===== src/rtl/dgbs_pkg.sv =====
// shared types and constants of the depth gated bilinear sampler
package dgbs_pkg;

   localparam int DepthW = 16;
   localparam int WgtW   = 17;   // neighbour weight, up to 65536
   localparam int WsumW  = 18;   // sum of up to four weights
   localparam int AccW   = 26;   // sum of weight times intensity
   localparam int NumW   = 35;   // acc * 256 + wsum / 2
   localparam int QuoW   = 17;

   localparam logic [DepthW-1:0] ZMAX_FLOOR = 16'd100;
   localparam logic [DepthW-1:0] ZMIN_GAP   = 16'd10;

   typedef enum logic {
      KIND_WRITE  = 1'b0,
      KIND_SAMPLE = 1'b1
   } kind_type;

   typedef enum logic [0:0] {
      CSR_MIN_DIFF = 1'b0,
      CSR_MAX_DIFF = 1'b1
   } csr_index_type;

   typedef enum logic [1:0] {
      DIV_IDLE,
      DIV_RUN,
      DIV_DONE
   } div_state_type;

   // one sample handed from the gather stage to the divider
   typedef struct packed {
      logic [AccW-1:0]  acc;
      logic [WsumW-1:0] wsum;
   } div_job_type;

endpackage


===== src/rtl/dgbs_if.sv =====


interface dgbs_rsp_if;
   logic        valid;
   logic        ready;
   logic [15:0] value;
   logic        valid_res;
   modport source (output valid, value, valid_res, input ready);
   modport sink (input valid, value, valid_res, output ready);
endinterface



===== src/rtl/dgbs_div.sv =====
// back: restoring divider, one quotient bit per cycle, with output register
module dgbs_div
   import dgbs_pkg::*;
(
   input  logic        clock,
   input  logic        reset,
   input  logic        job_valid,
   output logic        job_ready,
   input  div_job_type job,
   dgbs_rsp_if.source  rsp
);
   div_state_type     state_ff, state_in;
   logic [NumW-1:0]   num_ff;
   logic [WsumW:0]    rem_ff;
   logic [WsumW-1:0]  den_ff;
   logic [5:0]        cnt_ff;
   logic              ok_ff;
   logic [WsumW:0]    trial;
   logic [WsumW:0]    shifted;

   assign job_ready = (state_ff == DIV_IDLE);
   assign rsp.valid = (state_ff == DIV_DONE);
   // quotient fits 17 bits; max real value 65280
   assign rsp.value     = ok_ff ? num_ff[15:0] : 16'd0;
   assign rsp.valid_res = ok_ff;

   assign shifted = {rem_ff[WsumW-1:0], num_ff[NumW-1]};
   assign trial   = shifted - {1'b0, den_ff};

   always_comb begin
      state_in = state_ff;
      case (state_ff)
         DIV_IDLE: if (job_valid) state_in = DIV_RUN;
         DIV_RUN:  if (cnt_ff == 6'd0) state_in = DIV_DONE;
         DIV_DONE: if (rsp.ready) state_in = DIV_IDLE;
         default:  state_in = DIV_IDLE;
      endcase
   end

   always_ff @(posedge clock) begin
      if (reset) state_ff <= DIV_IDLE;
      else state_ff <= state_in;
      if (state_ff == DIV_IDLE && job_valid) begin
         num_ff <= {1'b0, job.acc, 8'd0} + NumW'(job.wsum[WsumW-1:1]);
         den_ff <= job.wsum;
         ok_ff  <= (job.wsum != '0);
         rem_ff <= '0;
         cnt_ff <= 6'(NumW - 1);
      end else if (state_ff == DIV_RUN) begin
         cnt_ff <= cnt_ff - 6'd1;
         if (!trial[WsumW]) begin
            rem_ff <= trial;
            num_ff <= {num_ff[NumW-2:0], 1'b1};
         end else begin
            rem_ff <= shifted;
            num_ff <= {num_ff[NumW-2:0], 1'b0};
         end
      end
   end
endmodule


===== src/flat_wrapper.sv =====
// flat-port wrapper written by rule: the top's interface ports become plain ports
module dgbs_div_flat import dgbs_pkg::*;
  (clock, reset, job_valid, job_ready, job, rsp_valid, rsp_value, rsp_valid_res, rsp_ready);
  dgbs_rsp_if rsp_i ();
  input  logic clock;
  input  logic reset;
  input  logic job_valid;
  output logic job_ready;
  input  div_job_type job;
  output wire logic [$bits(rsp_i.valid)-1:0] rsp_valid;
  output wire logic [$bits(rsp_i.value)-1:0] rsp_value;
  output wire logic [$bits(rsp_i.valid_res)-1:0] rsp_valid_res;
  input wire logic [$bits(rsp_i.ready)-1:0] rsp_ready;
  assign rsp_valid = rsp_i.valid;
  assign rsp_value = rsp_i.value;
  assign rsp_valid_res = rsp_i.valid_res;
  assign rsp_i.ready = rsp_ready;
  dgbs_div u_core (.clock(clock), .reset(reset), .job_valid(job_valid), .job_ready(job_ready), .job(job), .rsp(rsp_i));
endmodule

===== config.mk =====
export PLATFORM = sky130hd
export DESIGN_NAME = dgbs_div_flat
export DESIGN_NICKNAME = d
export VERILOG_FILES = /design/src/rtl/dgbs_pkg.sv /design/src/rtl/dgbs_if.sv /design/src/rtl/dgbs_div.sv /design/src/flat_wrapper.sv
export SDC_FILE = /design/constraint.sdc
export NUM_CORES = 1
export LEC_CHECK = 0
export BUFFER_PORTS_ARGS = -buffer_cell sky130_fd_sc_hd__buf_2
export CAP_MARGIN = 20
export CORE_MARGIN = 2
export CORE_UTILIZATION = 53
export CTS_BUF_LIST = sky130_fd_sc_hd__clkbuf_8 sky130_fd_sc_hd__clkbuf_16
export DETAILED_ROUTE_END_ITERATION = 8
export PLACE_DENSITY_LB_ADDON = 0.25
export SETUP_SLACK_MARGIN = 0.2
export SLEW_MARGIN = 20
export SYNTH_ARGS = -nofsm -noshare
export SYNTH_HDL_FRONTEND = slang
export SYNTH_SLANG_ARGS = --single-unit

===== constraint.sdc =====
create_clock -name clock -period 2.85 [get_ports clock]
set_input_delay 0.7125 -clock clock [delete_from_list [all_inputs] [get_ports clock]]
set_output_delay 0.7125 -clock clock [all_outputs]
set_load 0.01 [all_outputs]

==> impl_metrics.toml <==
[finish]
nNetsFinal = 705
drive_above_1_share = 0.1857
postLayoutCoreUtil = 0.6242
stdcell_area_mm2 = 0.005768
antenna_cells = 0
synthToLayoutAreaGrowth_pct = 14.76
stdcell_count = 759

[run]
max_cap_viol_count = 0

[synth]
synthTopCellsByArea = "edfxtp_1, dfxtp_1, ha_1, nand2_1, xnor2_1"
synth-async-reset-ratio = 0
synth_enable_flop_cells = 54
yosysUniqueCellTypes = 64
synth-seq-area-share = 0.4262
syn_nets = 624
yosysTopAreaCellShare = 0.3226
synth-main-ff-cell = "edfxtp_1"
netlist_instances = 545
syn_area_mm2 = 0.005026
yosysTopAreaCell = "edfxtp_1"
synth_seq_cells = 80
avgSynthCellArea_um2 = 9.222
yosysWarnings = 0

[floorplanning]
num_io_pins = 67
dieArea_mm2 = 0.01028
start_util = 0.5439
core_area_mm2 = 0.009240
die_w_um = 101.4
rows = 35
fp.dieH_um = 101.4

[min_path]
hold_start = "u_core.rem_ff[13]"
hold_depth = 2
whs_endpoint = "u_core.rem_ff[13]"
min_path_type = "flop to flop"

[critical_path]
cp-start-kind = "input port"
end_kind = "flop"
r2r_cells = 10
reg2reg_setup_slack_ps = 350
worst-endpoint-arrival_ps = 2600
rr_endpoint = "u_core.rem_ff[10]"
crit_required_ps = 2940
worstPathMaxFanout = 4
path_class = "input port to flop"
r2r_start = "u_core.den_ff[9]"

[clock_network]
post_cts_buffers = 0
htreeDepth = 3
clock_latency_ps = 360
cts_tree = "done"
ctsHoldBuffers = 0
clockBufferDepth = 2
cts_root_buf = "clkbuf_8"
clk_pin_slew_ps = 80
cts_resized = 0
cts_buffers = 9
cts.sinks = 80

[sta]
clock.fmax_mhz = 398.5
setup-violations-final = 0
fin_ws_ps = 340.8
final_max_slew_viol_count = 0
rsz0062_at_grt = "yes"
worstMarginPinSlew_ps = 695.2
hold_viol_final = 0
fin_hold_ws_ps = 473.1
period_minus_slack_ps = 2509
fin_crit_sh = 0.8804
clock-skew-final_ps = 9.696
relSlewSlack = 0.5322

[routing]
dr.pass1.iters = 4
avgRoutedWirePerCell_um = 15.27
drt_first_iter_violations = 178
drc = 0
num_vias = 4166
ant_nets = 0
drt_wl_total_mm = 11.59
viasPerCell = 5.489

[power_and_ir_drop]
powerDensity_mw_per_mm2 = 840.5
ir_worst_vdd_mv = 0.4363
power_leakage_nw = 2.356

[place]
port_buffers = 66
dpl-instance-area_mm2 = 0.005593
place.gp.congestion = 0.9711
numPlacedInstances = 744
pre_cts_slack_ps = -170.1
place_hpwl_mm = 8.759

[global_routing]
grt_overflow = 0
antenna_found_initial = 0
grt_start_max_net_pins = 67
grt_pass1_vias = 4105
grt_first_pass_wirelength_mm = 19.15
grtUsageTotal = 0.2384

[status]
status = "complete, no violations"
how the worst max path moves through the flow:
stage,endpoint,startpoint
finish,u_core.num_ff[29],job[10]
global route,u_core.rem_ff[12],u_core.num_ff[34]
floorplan,u_core.num_ff[31],job[10]
CTS,u_core.num_ff[29],job[10]
global placement,u_core.num_ff[27],job[10]
detailed placement,u_core.num_ff[29],job[10]
metrics by stage:
| stage | setup TNS (ps) | total power [mW] |
|---|---|---|
| finish | 0 | 4.848 |
| CTS | 0 | 4.825 |
| global route | 0 | 5.222 |
| detailed placement | -1110 | 4.086 |
| global placement | -273.6 | 4.009 |
| floorplan | 0 | 3.570 |
metal layers:
| layer | share of wire | up-vias | track usage |
|---|---|---|---|
| li1 | - | 2096 | - |
| met1 | 0.44 | 1951 | 0.3042 |
| met2 | 0.49 | 98 | 0.4014 |
| met3 | 0.041 | 21 | 0.04417 |
| met4 | 0.029 | 0 | 0.09459 |
| met5 | 0 | - | 0 |
cell usage after synthesis (4+ instances only):
cell type,count
nand2_1,89
edfxtp_1,54
o21ai_0,40
inv_1,36
ha_1,29
nor2_1,29
dfxtp_1,26
xnor2_1,26
and2_1,23
a21oi_1,17
nand3_1,16
o21ai_1,16
mux2i_1,12
xor2_1,11
clkbuf_1,10
nand4_1,7
nor3_1,7
o211ai_1,7
a211oi_1,6
nor2b_1,6
nor4_1,6
o21a_1,5
a21o_1,4
buf_1,4
nand2b_1,4
or3_1,4
power breakdown:
group / internal [mW] / switching, mW / leakage, nW / total [mW]
sequential: 1.60 / 0.173 / 0.737 / 1.77
clock: 0.308 / 0.424 / 0.0843 / 0.733
combinational: 1.01 / 1.33 / 1.53 / 2.34
state kept, by name, summed over array words and instances, names as in the netlist:
signal,cells
u_core.num_ff,35
u_core.den_ff,18
u_core.rem_ff,18
u_core.cnt_ff,6
u_core.state_ff,2
u_core.rsp.valid_res,1
worst max-delay path: stages:
cell       delay, ps
buf_2            120
ha_1             290
a21o_1           180
a21o_1           200
a2111oi_2        310
buf_4            170
nand3b_1         160
buf_4            160
nor2_1            60
xnor2_1          140
o21ai_0          100
cell type report:
class	instances	area (um2)
clock buffers	9	123.9
repair buffers	87	495.5
flip-flops and latches	80	2142
multi-input cells	411	2669
inverters	37	138.9
clock inverters	6	37.54
fillers	778	3472
well taps	129	161.4
cells by family after synthesis:
| kind of cell | synth area share |
|---|---|
| AO/OA/AOI/OAI | 0.1578 |
| XOR/XNOR | 0.06448 |
| adder cells (fa/ha/maj) | 0.08016 |
| buffers and inverters | 0.04531 |
| flip-flops | 0.4262 |
| multiplexers | 0.02913 |
| AND/OR/NAND/NOR | 0.1969 |
placed cells by master (no fill, tap or decap), types with 3 or more instances in the layout:
cell type	instances
a211oi_1	6
a21o_1	4
a21oi_1	17
and2_1	23
buf_2	66
buf_4	19
clkbuf_8	9
dfxtp_1	26
edfxtp_1	54
ha_1	29
inv_1	37
mux2i_1	12
nand2_1	88
nand2b_1	4
nand3_1	16
nand4_1	7
nor2_1	29
nor2b_1	6
nor3_1	7
nor3b_1	3
nor4_1	6
o211ai_1	7
o21a_1	5
o21ai_0	40
o21ai_1	16
or3_1	4
or4_1	3
xnor2_1	26
xor2_1	11
Note: power is estimated with default switching activity, not from simulation.
