--- src/rtl/dgbs_pkg.sv ---
// shared types and constants of the depth gated bilinear sampler
package dgbs_pkg;

   localparam int DepthW = 16;
   localparam int WgtW   = 17;   // neighbour weight, up to 65536
   localparam int WsumW  = 18;   // sum of up to four weights
   localparam int AccW   = 26;   // sum of weight times intensity
   localparam int NumW   = 35;   // acc * 256 + wsum / 2
   localparam int QuoW   = 17;

   localparam logic [DepthW-1:0] ZMAX_FLOOR = 16'd100;
   localparam logic [DepthW-1:0] ZMIN_GAP   = 16'd10;

   typedef enum logic {
      KIND_WRITE  = 1'b0,
      KIND_SAMPLE = 1'b1
   } kind_type;

   typedef enum logic [0:0] {
      CSR_MIN_DIFF = 1'b0,
      CSR_MAX_DIFF = 1'b1
   } csr_index_type;

   typedef enum logic [1:0] {
      DIV_IDLE,
      DIV_RUN,
      DIV_DONE
   } div_state_type;

   // one sample handed from the gather stage to the divider
   typedef struct packed {
      logic [AccW-1:0]  acc;
      logic [WsumW-1:0] wsum;
   } div_job_type;

endpackage

--- src/rtl/dgbs_queue.sv ---
// two-entry queue between gather and divider
module dgbs_queue
   import dgbs_pkg::*;
(
   input  logic        clock,
   input  logic        reset,
   input  logic        in_valid,
   output logic        in_ready,
   input  div_job_type in_job,
   output logic        out_valid,
   input  logic        out_ready,
   output div_job_type out_job
);
   div_job_type slot_ff [2];
   logic        wp_ff, rp_ff;
   logic [1:0]  cnt_ff;
   logic        push, pop;

   assign in_ready  = (cnt_ff != 2'd2);
   assign out_valid = (cnt_ff != 2'd0);
   assign out_job   = slot_ff[rp_ff];
   assign push      = in_valid && in_ready;
   assign pop       = out_valid && out_ready;

   always_ff @(posedge clock) begin
      if (reset) begin
         wp_ff  <= 1'b0;
         rp_ff  <= 1'b0;
         cnt_ff <= 2'd0;
      end else begin
         if (push) wp_ff <= ~wp_ff;
         if (pop) rp_ff <= ~rp_ff;
         cnt_ff <= cnt_ff + {1'b0, push} - {1'b0, pop};
      end
      if (push) slot_ff[wp_ff] <= in_job;
   end
endmodule

--- config.mk ---
export PLATFORM = sky130hd
export DESIGN_NAME = dgbs_queue
export DESIGN_NICKNAME = d
export VERILOG_FILES = /design/src/rtl/dgbs_pkg.sv /design/src/rtl/dgbs_queue.sv
export SDC_FILE = /design/constraint.sdc
export NUM_CORES = 1
export LEC_CHECK = 0
export BUFFER_PORTS_ARGS = -buffer_cell sky130_fd_sc_hd__buf_2
export CORE_ASPECT_RATIO = 1.4
export CORE_MARGIN = 2
export CORE_UTILIZATION = 53
export DETAILED_ROUTE_END_ITERATION = 8
export GPL_TIMING_DRIVEN = 0
export PLACE_DENSITY = 0.88
export SLEW_MARGIN = 20
export SYNTH_ARGS = -nofsm -noshare
export SYNTH_HDL_FRONTEND = slang
export SYNTH_SLANG_ARGS = --single-unit
--- constraint.sdc ---
create_clock -name clock -period 4.3 [get_ports clock]
set_input_delay 0.645 -clock clock [delete_from_list [all_inputs] [get_ports clock]]
set_output_delay 0.645 -clock clock [all_outputs]
set_load 0.01 [all_outputs]
==> results of run 1 <==
==> cell type report <==
class                           instances  area, um^2
Clock buffer                            9         124
Buffer                                  5        91.3
Timing Repair Buffer                   95         513
Tap cell                               92         115
Inverter                                1        3.75
Clock inverter                          7        42.5
Fill cell                             447        2190
Multi-Input combinational cell         62         787
Sequential cell                        93        2740
==> Yosys cell counts <==
| master | instances | area (um^2) |
|---|---|---|
| and3_1 | 1 | 6.26 |
| buf_12 | 4 | 80.1 |
| buf_6 | 1 | 11.3 |
| dfxtp_1 | 5 | 100 |
| edfxtp_1 | 88 | 2640 |
| ha_1 | 2 | 25.0 |
| inv_1 | 1 | 3.75 |
| mux2_2 | 4 | 45.0 |
| mux2_4 | 41 | 616 |
| nand2_2 | 1 | 6.26 |
| nand2b_2 | 1 | 8.76 |
| nor2_1 | 5 | 18.8 |
| nor2b_1 | 2 | 12.5 |
| o21a_1 | 1 | 7.51 |
| or2_2 | 1 | 6.26 |
| xnor2_1 | 2 | 17.5 |
| xor2_1 | 1 | 8.76 |
==> critical path, cell delays in order (launching register included) <==
cell,delay [ns]
dfxtp_1,0.33
buf_6,0.17
buf_12,0.17
mux2_4,0.30
buf_2,0.14
==> power groups by stage <==
stage               Combinational (mW)  Clock (mW)  Sequential (mW)
finish                           0.743       0.489             1.18
global route                     0.802       0.537             1.19
CTS                              0.756       0.502             1.18
detailed placement               0.754           0             1.20
global placement                 0.720           0             1.20
floorplan                        0.519           0             1.19
==> final timing paths <==
path,startpoint,to,slack (ns),cells past startpoint
worst min-delay path,in_job[11],slot_ff[1][11],0.48,1
worst max register to register,cnt_ff[0],slot_ff[0][35],2.57,4
worst min register to register,rp_ff,flop,0.55,2
worst max-delay path,flop,out_job[22],2.20,4
==> registers in the layout, summed over array words and instances, names as in the netlist, named ones only <==
name     count
cnt_ff       2
wp_ff        1
rp_ff        1
slot_ff     88
==> routing by layer <==
metal / vias to the layer above / track usage
met5: - / 0
met4: 0 / 0.0839
met3: 6 / 0.0318
met2: 52 / 0.289
met1: 875 / 0.179
li1: 834 / -
==> through the flow <==
step           std cells   util  total power, mW  area, um^2
3_3_place_gp         346  0.635             1.92        4200
3_5_place_dp         348  0.643             1.95        4250
6_report             364  0.668             2.41        4420
2_1_floorplan        161      -             1.71        3620
5_1_grt              364  0.668             2.53        4420
4_1_cts              364  0.668             2.44        4420
==> cell families (layout without fill, tap and decap cells) <==
family / after synthesis / count (layout) / share of synthesized area
flops: 93 / 93 / 0.758
mux: 45 / 45 / 0.183
simple gates: 11 / 11 / 0.0163
buf+inv: 6 / 117 / 0.0263
xor+xnor: 3 / 3 / 0.00727
fa+ha+maj: 2 / 2 / 0.00692
compound gates: 1 / 1 / 0.00208
==> results.txt, run 1 <==
----------------------------------------------------
[Finish]
  Net count, final ... 317
  Fraction of final layout cells sized beyond drive strength 1 ... 0.599
  Highest-count cells in the layout ignoring fill and taps ... buf_2, edfxtp_1, mux2_4
  Antenna diode instance count ... 0
  Leading cell type in the layout, fill and taps excluded ... buf_2
  Area Growth Syn to Fin ... 22.2%

[Routing]
  Uppermost metal layer occupied by signal nets ... met4
  Routed wl met3 ... 224 um
  Wire per inst ... 16.1 um
  WL met1 ... 2260 um
  Detail Route met2 WL ... 3270 um
  First DRT Iteration DRCs ... 101
  DRC violations left ... 0
  Number of antenna-violating nets in the routed design ... 0
  Overall via count from detail_route ... 1767
  Detailed-routing iteration count for the pre-antenna-repair pass ... 4
  Total detailed-routing wirelength ... 5850 um
  Via density per instance ... 4.85

[Floorplanning]
  Starting density of the core ... 0.547
  Row count ... 35
  Area inside the core boundary ... 6610 um^2
  Height of the die ... 102 um
  Number of I/O pins ... 94
  Die width ... 73.8 um
  DIE AREA ... 7510 um^2

[Power]
  Leakage power figure ... 1.74 nW
  P_int ... 1.75 mW
  Fraction of power spent switching nets ... 0.275
  Max rail drop VDD ... 0.375 mV
  Power spent charging and discharging nets ... 0.664 mW
  Combinational share of power ... 0.309
  Part of the total power dissipated in sequential elements ... 0.489
  Clock share of power ... 0.203
  Pwr dens ... 545 nW/um^2

[Worst setup path]
  CP Capture Type ... primary output
  CP Data Required Time ... 3.65 ns
  Arrival time of the worst setup path ... 1.46 ns
  Start-to-end type of the worst setup path ... flop to primary output
  Worst setup SP type ... flop
  Maximum fanout along the worst path ... 10

[Clocking]
  H-tree levels ... 3
  Buffer count from post-CTS setup fixing ... 0
  CTS tree ... built
  Cts hold-fix bufs ... 0
  Number of clock sinks seen by CTS ... 93
  Reg clk slew, reported paths ... 0.09 ns
  Clk root buf ... clkbuf_8
  Maximum root-to-sink buffer count ... 2
  Cts bufs inserted ... 9
  Post_cts resized ... 0
  Clock latency on the worst-skew pair ... 0.35 ns

[Synth]
  Post-Synthesis Cells ... 161
  Count of cell types in the netlist ... 17
  Synth Net Count ... 211
  Mapped cell area ... 3620 um^2
  Part of the Yosys area used for sequential elements ... 0.758
  Mapped Avg Cell Area ... 22.5 um^2
  Warning count from the yosys run ... 0
  Synth Register Bits ... 93

[Placed design]
  Half-perimeter wire length after placement ... 4030 um
  Worst setup slack before clock tree synthesis ... 2.34 ns
  # port buffers ... 93
  GPL Wtd Cong ... 0.712

[Run status]
  Outcome ... complete, no violations

[Hold path]
  Path class of the lowest-slack min-delay path ... input pin to flop

[Flow run]
  Max Cap Violations ... 0

[Global routing]
  First-pass GRT wire length ... 8680 um
  Largest net degree at the start of global routing ... 26
  Via count of the first global-routing pass ... 1855
  Number of antenna violations at the first check in global routing ... 0
  GRT Residual Overflow ... 0
  Total track usage ... 0.162

[Timing]
  Headroom to the max-slew limit ... 0.560
  Number of setup violations in the final report ... 0
  Final period util ... 0.489
  Maximum frequency from static timing analysis ... 476 MHz
  Transition time at the pin with the least slew margin ... 0.658 ns
  Largest clock skew in the final design ... 0.0109 ns
  Final critical-path required period ... 2.10 ns
  Worst hold-check slack ... 0.483 ns
  Final setup TNS ... 0 ns
  Fin. max-slew vios ... 0
  Number of hold violations in the final report ... 0
  Unrepaired setup endpoints after global routing ... no
  Final setup slack of the worst path ... 2.20 ns

----------------------------------------------------
(Power assumes the default switching activity.)
==> run 2: changes to the inputs <==
ABC_AREA = 1   (was unset)
CORE_UTILIZATION = 47   (was 53)
PLACE_DENSITY = 0.83   (was 0.88)
clock period = 1.9 ns   (was 4.3 ns; I/O delays follow)
==> results.txt, run 2 <==
----------------------------------------------------
[Run status]
  Outcome ... complete, no violations

[Clocking]
  Number of clock sinks seen by CTS ... 93 (unchanged)
  Clock latency on the worst-skew pair ... 0.36 ns (about the same)
  Cts bufs inserted ... 9 (unchanged)
  Reg clk slew, reported paths ... 0.09 ns (about the same)
  Buffer count from post-CTS setup fixing ... 0 (unchanged)
  H-tree levels ... 3 (unchanged)
  Maximum root-to-sink buffer count ... 2 (unchanged)
  CTS tree ... built
  Clk root buf ... clkbuf_8

[Floorplanning]
  Height of the die ... 108 um (+6.1%)
  Starting density of the core ... 0.489 (-0.0576)
  Area inside the core boundary ... 7410 um^2 (+12%)
  Die width ... 78.2 um (+6.0%)
  Row count ... 37 (+5.7%)
  DIE AREA ... 8440 um^2 (+12%)
  Number of I/O pins ... 94 (unchanged)

[Finish]
  Largest reg by FF count ... slot_ff
  Area Growth Syn to Fin ... 23.4%
  Leading cell type in the layout, fill and taps excluded ... buf_2
  Flip-flop count of the largest register after layout ... 88 (unchanged)
  Antenna diode instance count ... 0 (unchanged)
  Largest regs ... slot_ff: 88 flops, cnt_ff: 2 flops
  Highest-count cells in the layout ignoring fill and taps ... buf_2, edfxtp_1, mux2_4
  Fraction of final layout cells sized beyond drive strength 1 ... 0.566 (-0.0328)
  Net count, final ... 331 (+4.4%)

[Power]
  Pwr dens ... 1280 nW/um^2 (+130%)
  Power spent charging and discharging nets ... 1.52 mW (+130%)
  P_int ... 4.19 mW (+140%)
  Fraction of power spent switching nets ... 0.266 (-0.00915)
  Part of the total power dissipated in sequential elements ... 0.470 (-0.019)
  Clock share of power ... 0.238 (+0.035)
  Max rail drop VDD ... 0.789 mV (+110%)
  Leakage power figure ... 1.79 nW (+2.7%)
  Combinational share of power ... 0.291 (-0.018)

[Worst setup path]
  Worst setup SP type ... flop
  Maximum fanout along the worst path ... 10 (unchanged)
  Arrival time of the worst setup path ... 1.47 ns (about the same)
  CP Capture Type ... primary output
  CP Data Required Time ... 1.62 ns (-2.03 ns)
  Start-to-end type of the worst setup path ... flop to primary output

[Synth]
  Post-Synthesis Cells ... 174 (+8.1%)
  Most frequently used cell type in the post-synthesis netlist ... edfxtp_1
  Post-synthesis async set-or-reset flop share ... 0 (unchanged)
  Part of the Yosys area used for sequential elements ... 0.757 (-0.00157)
  Warning count from the yosys run ... 0 (unchanged)
  Area leader, netlist ... edfxtp_1
  Top cell types by occurrence after synthesis ... edfxtp_1, mux2_4, nor2_1
  Portion of synthesized cell area occupied by the leading cell type ... 0.729 (-0.00151)
  Synth Net Count ... 224 (+6.2%)
  Area contributors post-synth ... edfxtp_1, mux2_4, dfxtp_1, buf_12, mux2_2
  Commonest register cell after synthesis ... edfxtp_1
  Number of flops mapped to enable cells by yosys ... 88 (unchanged)
  Synth Register Bits ... 93 (unchanged)
  Mapped cell area ... 3620 um^2 (+0.21%)
  Count of cell types in the netlist ... 12 (-5)
  Mapped Avg Cell Area ... 20.8 um^2 (-7.3%)

[Placed design]
  # port buffers ... 93 (unchanged)
  Worst setup slack before clock tree synthesis ... -0.139 ns (-2.48 ns)
  Half-perimeter wire length after placement ... 4070 um (+0.96%)
  GPL Wtd Cong ... 0.688 (-3.4%)

[Global routing]
  Via count of the first global-routing pass ... 1906 (+2.7%)
  First-pass GRT wire length ... 8830 um (+1.8%)
  Global-route layer with the greatest usage ... met2
  Met3 GRT Util ... 0.0428 (+0.0109)
  Met1 track demand over resource in global routing ... 0.141 (-0.0379)
  Total track usage ... 0.144 (-0.0178)
  GRT Residual Overflow ... 0 (unchanged)
  Largest net degree at the start of global routing ... 24 (-7.7%)
  Number of antenna violations at the first check in global routing ... 0 (unchanged)
  Met2 Use GR ... 0.270 (-0.0188)

[Timing]
  Largest clock skew in the final design ... 0.0122 ns (+0.00137 ns)
  Final period util ... 0.925
  Worst hold-check slack ... 0.0954 ns (-0.387 ns)
  Unrepaired setup endpoints after global routing ... no
  Number of hold violations in the final report ... 0 (unchanged)
  Headroom to the max-slew limit ... 0.603 (+0.0424)
  Final critical-path required period ... 1.76 ns
  Final setup slack of the worst path ... 0.142 ns (-2.06 ns)
  Maximum frequency from static timing analysis ... 569 MHz
  Transition time at the pin with the least slew margin ... 0.595 ns (-0.0627 ns)
  Number of setup violations in the final report ... 0 (unchanged)
  Fin. max-slew vios ... 0 (unchanged)

[Flow run]
  Max Cap Violations ... 0 (unchanged)

[Routing]
  Total detailed-routing wirelength ... 5980 um (+2.2%)
  Wire per inst ... 15.6 um (-2.9%)
  Detailed-routing iteration count for the pre-antenna-repair pass ... 4 (unchanged)
  First DRT Iteration DRCs ... 66 (-35%)
  DRC violations left ... 0 (unchanged)
  Via density per instance ... 4.74 (-2.4%)
  Overall via count from detail_route ... 1815 (+2.7%)
  Number of antenna-violating nets in the routed design ... 0 (unchanged)

[Hold path]
  Path class of the lowest-slack min-delay path ... input pin to flop

----------------------------------------------------
==> run 2: cell count changes in the layout (fill, tap and decap cells not counted), moves of 3 or more <==
| cell | change |
|---|---|
| nand3_1 | +3 |
| inv_1 | +6 |
| nor2_1 | +4 |
| clkinv_1 | -3 |
| clkinv_2 | +3 |
| nand2_1 | +7 |
==> run 2: timing repair <==
action / 4_1_cts / 5_1_grt
resized for setup: 1 / 1
setup endpoints to repair: 44 / 23
hold buffers: 0 / 0
pin swaps: 0 / 1
gates cloned: 1 / 1
==> run 2: power by group through the flow <==
stage	clock (mW)	combinational, mW	sequential [mW]
after floorplan	0	1.14	2.70
after global placement	0	1.60	2.72
after detailed placement	0	1.67	2.73
after CTS	1.40	1.69	2.69
after global routing	1.48	1.79	2.71
final	1.36	1.66	2.69
==> run 2: worst paths after layout <==
path                  start             end  slack, ns  cells past startpoint
hold reg to reg       rp_ff            flop       0.54                      2
setup reg to reg  cnt_ff[1]  slot_ff[1][34]       0.17                      3
setup / recovery       flop     out_job[19]       0.14                      4
hold / removal        reset       cnt_ff[0]        0.1                      2
==> run 2: metal layers <==
metal	up-vias	share of wire
met5	-	0
met1	886	0.37
met2	48	0.57
met3	8	0.042
met4	0	0.020
li1	873	-
==> run 2: stage by stage <==
step                power [mW]  instance area, um^2  setup TNS [ns]  utilization  std cells
detailed placement        4.41                 4250           -6.01        0.574        365
global placement          4.31                 4220           -7.44        0.570        364
floorplan                 3.85                 3630               0            -        174
global route              5.98                 4470               0        0.604        383
CTS                       5.77                 4460               0        0.603        382
finish                    5.71                 4470               0        0.604        383
==> run 2: worst max-delay path: stages (launching register included) <==
cell     delay (ns)
dfxtp_1        0.33
buf_6          0.17
buf_12         0.16
mux2_4         0.31
buf_2          0.14
==> run 2: area by class of cell <==
type                    instances  area [um^2]
multi-input cells              69          776
repair inverters                1         7.51
plain buffers                   5         91.3
repair buffers                 94          493
well taps                      97          121
fillers                       580         2940
flip-flops and latches         93         2740
inverters                       8         33.8
clock buffers                  11          131
clock inverters                 5         75.1
==> run 2: cells by family (layout without fill, tap and decap cells) <==
family / after synthesis / count (layout) / share of synthesized area
and+or+nand+nor: 20 / 21 / 0.0218
buffers and inverters: 13 / 124 / 0.0335
muxes: 44 / 44 / 0.178
adders and majority gates: 2 / 2 / 0.00690
DFF: 93 / 93 / 0.757
AOI/OAI and AO/OA: 2 / 2 / 0.00276
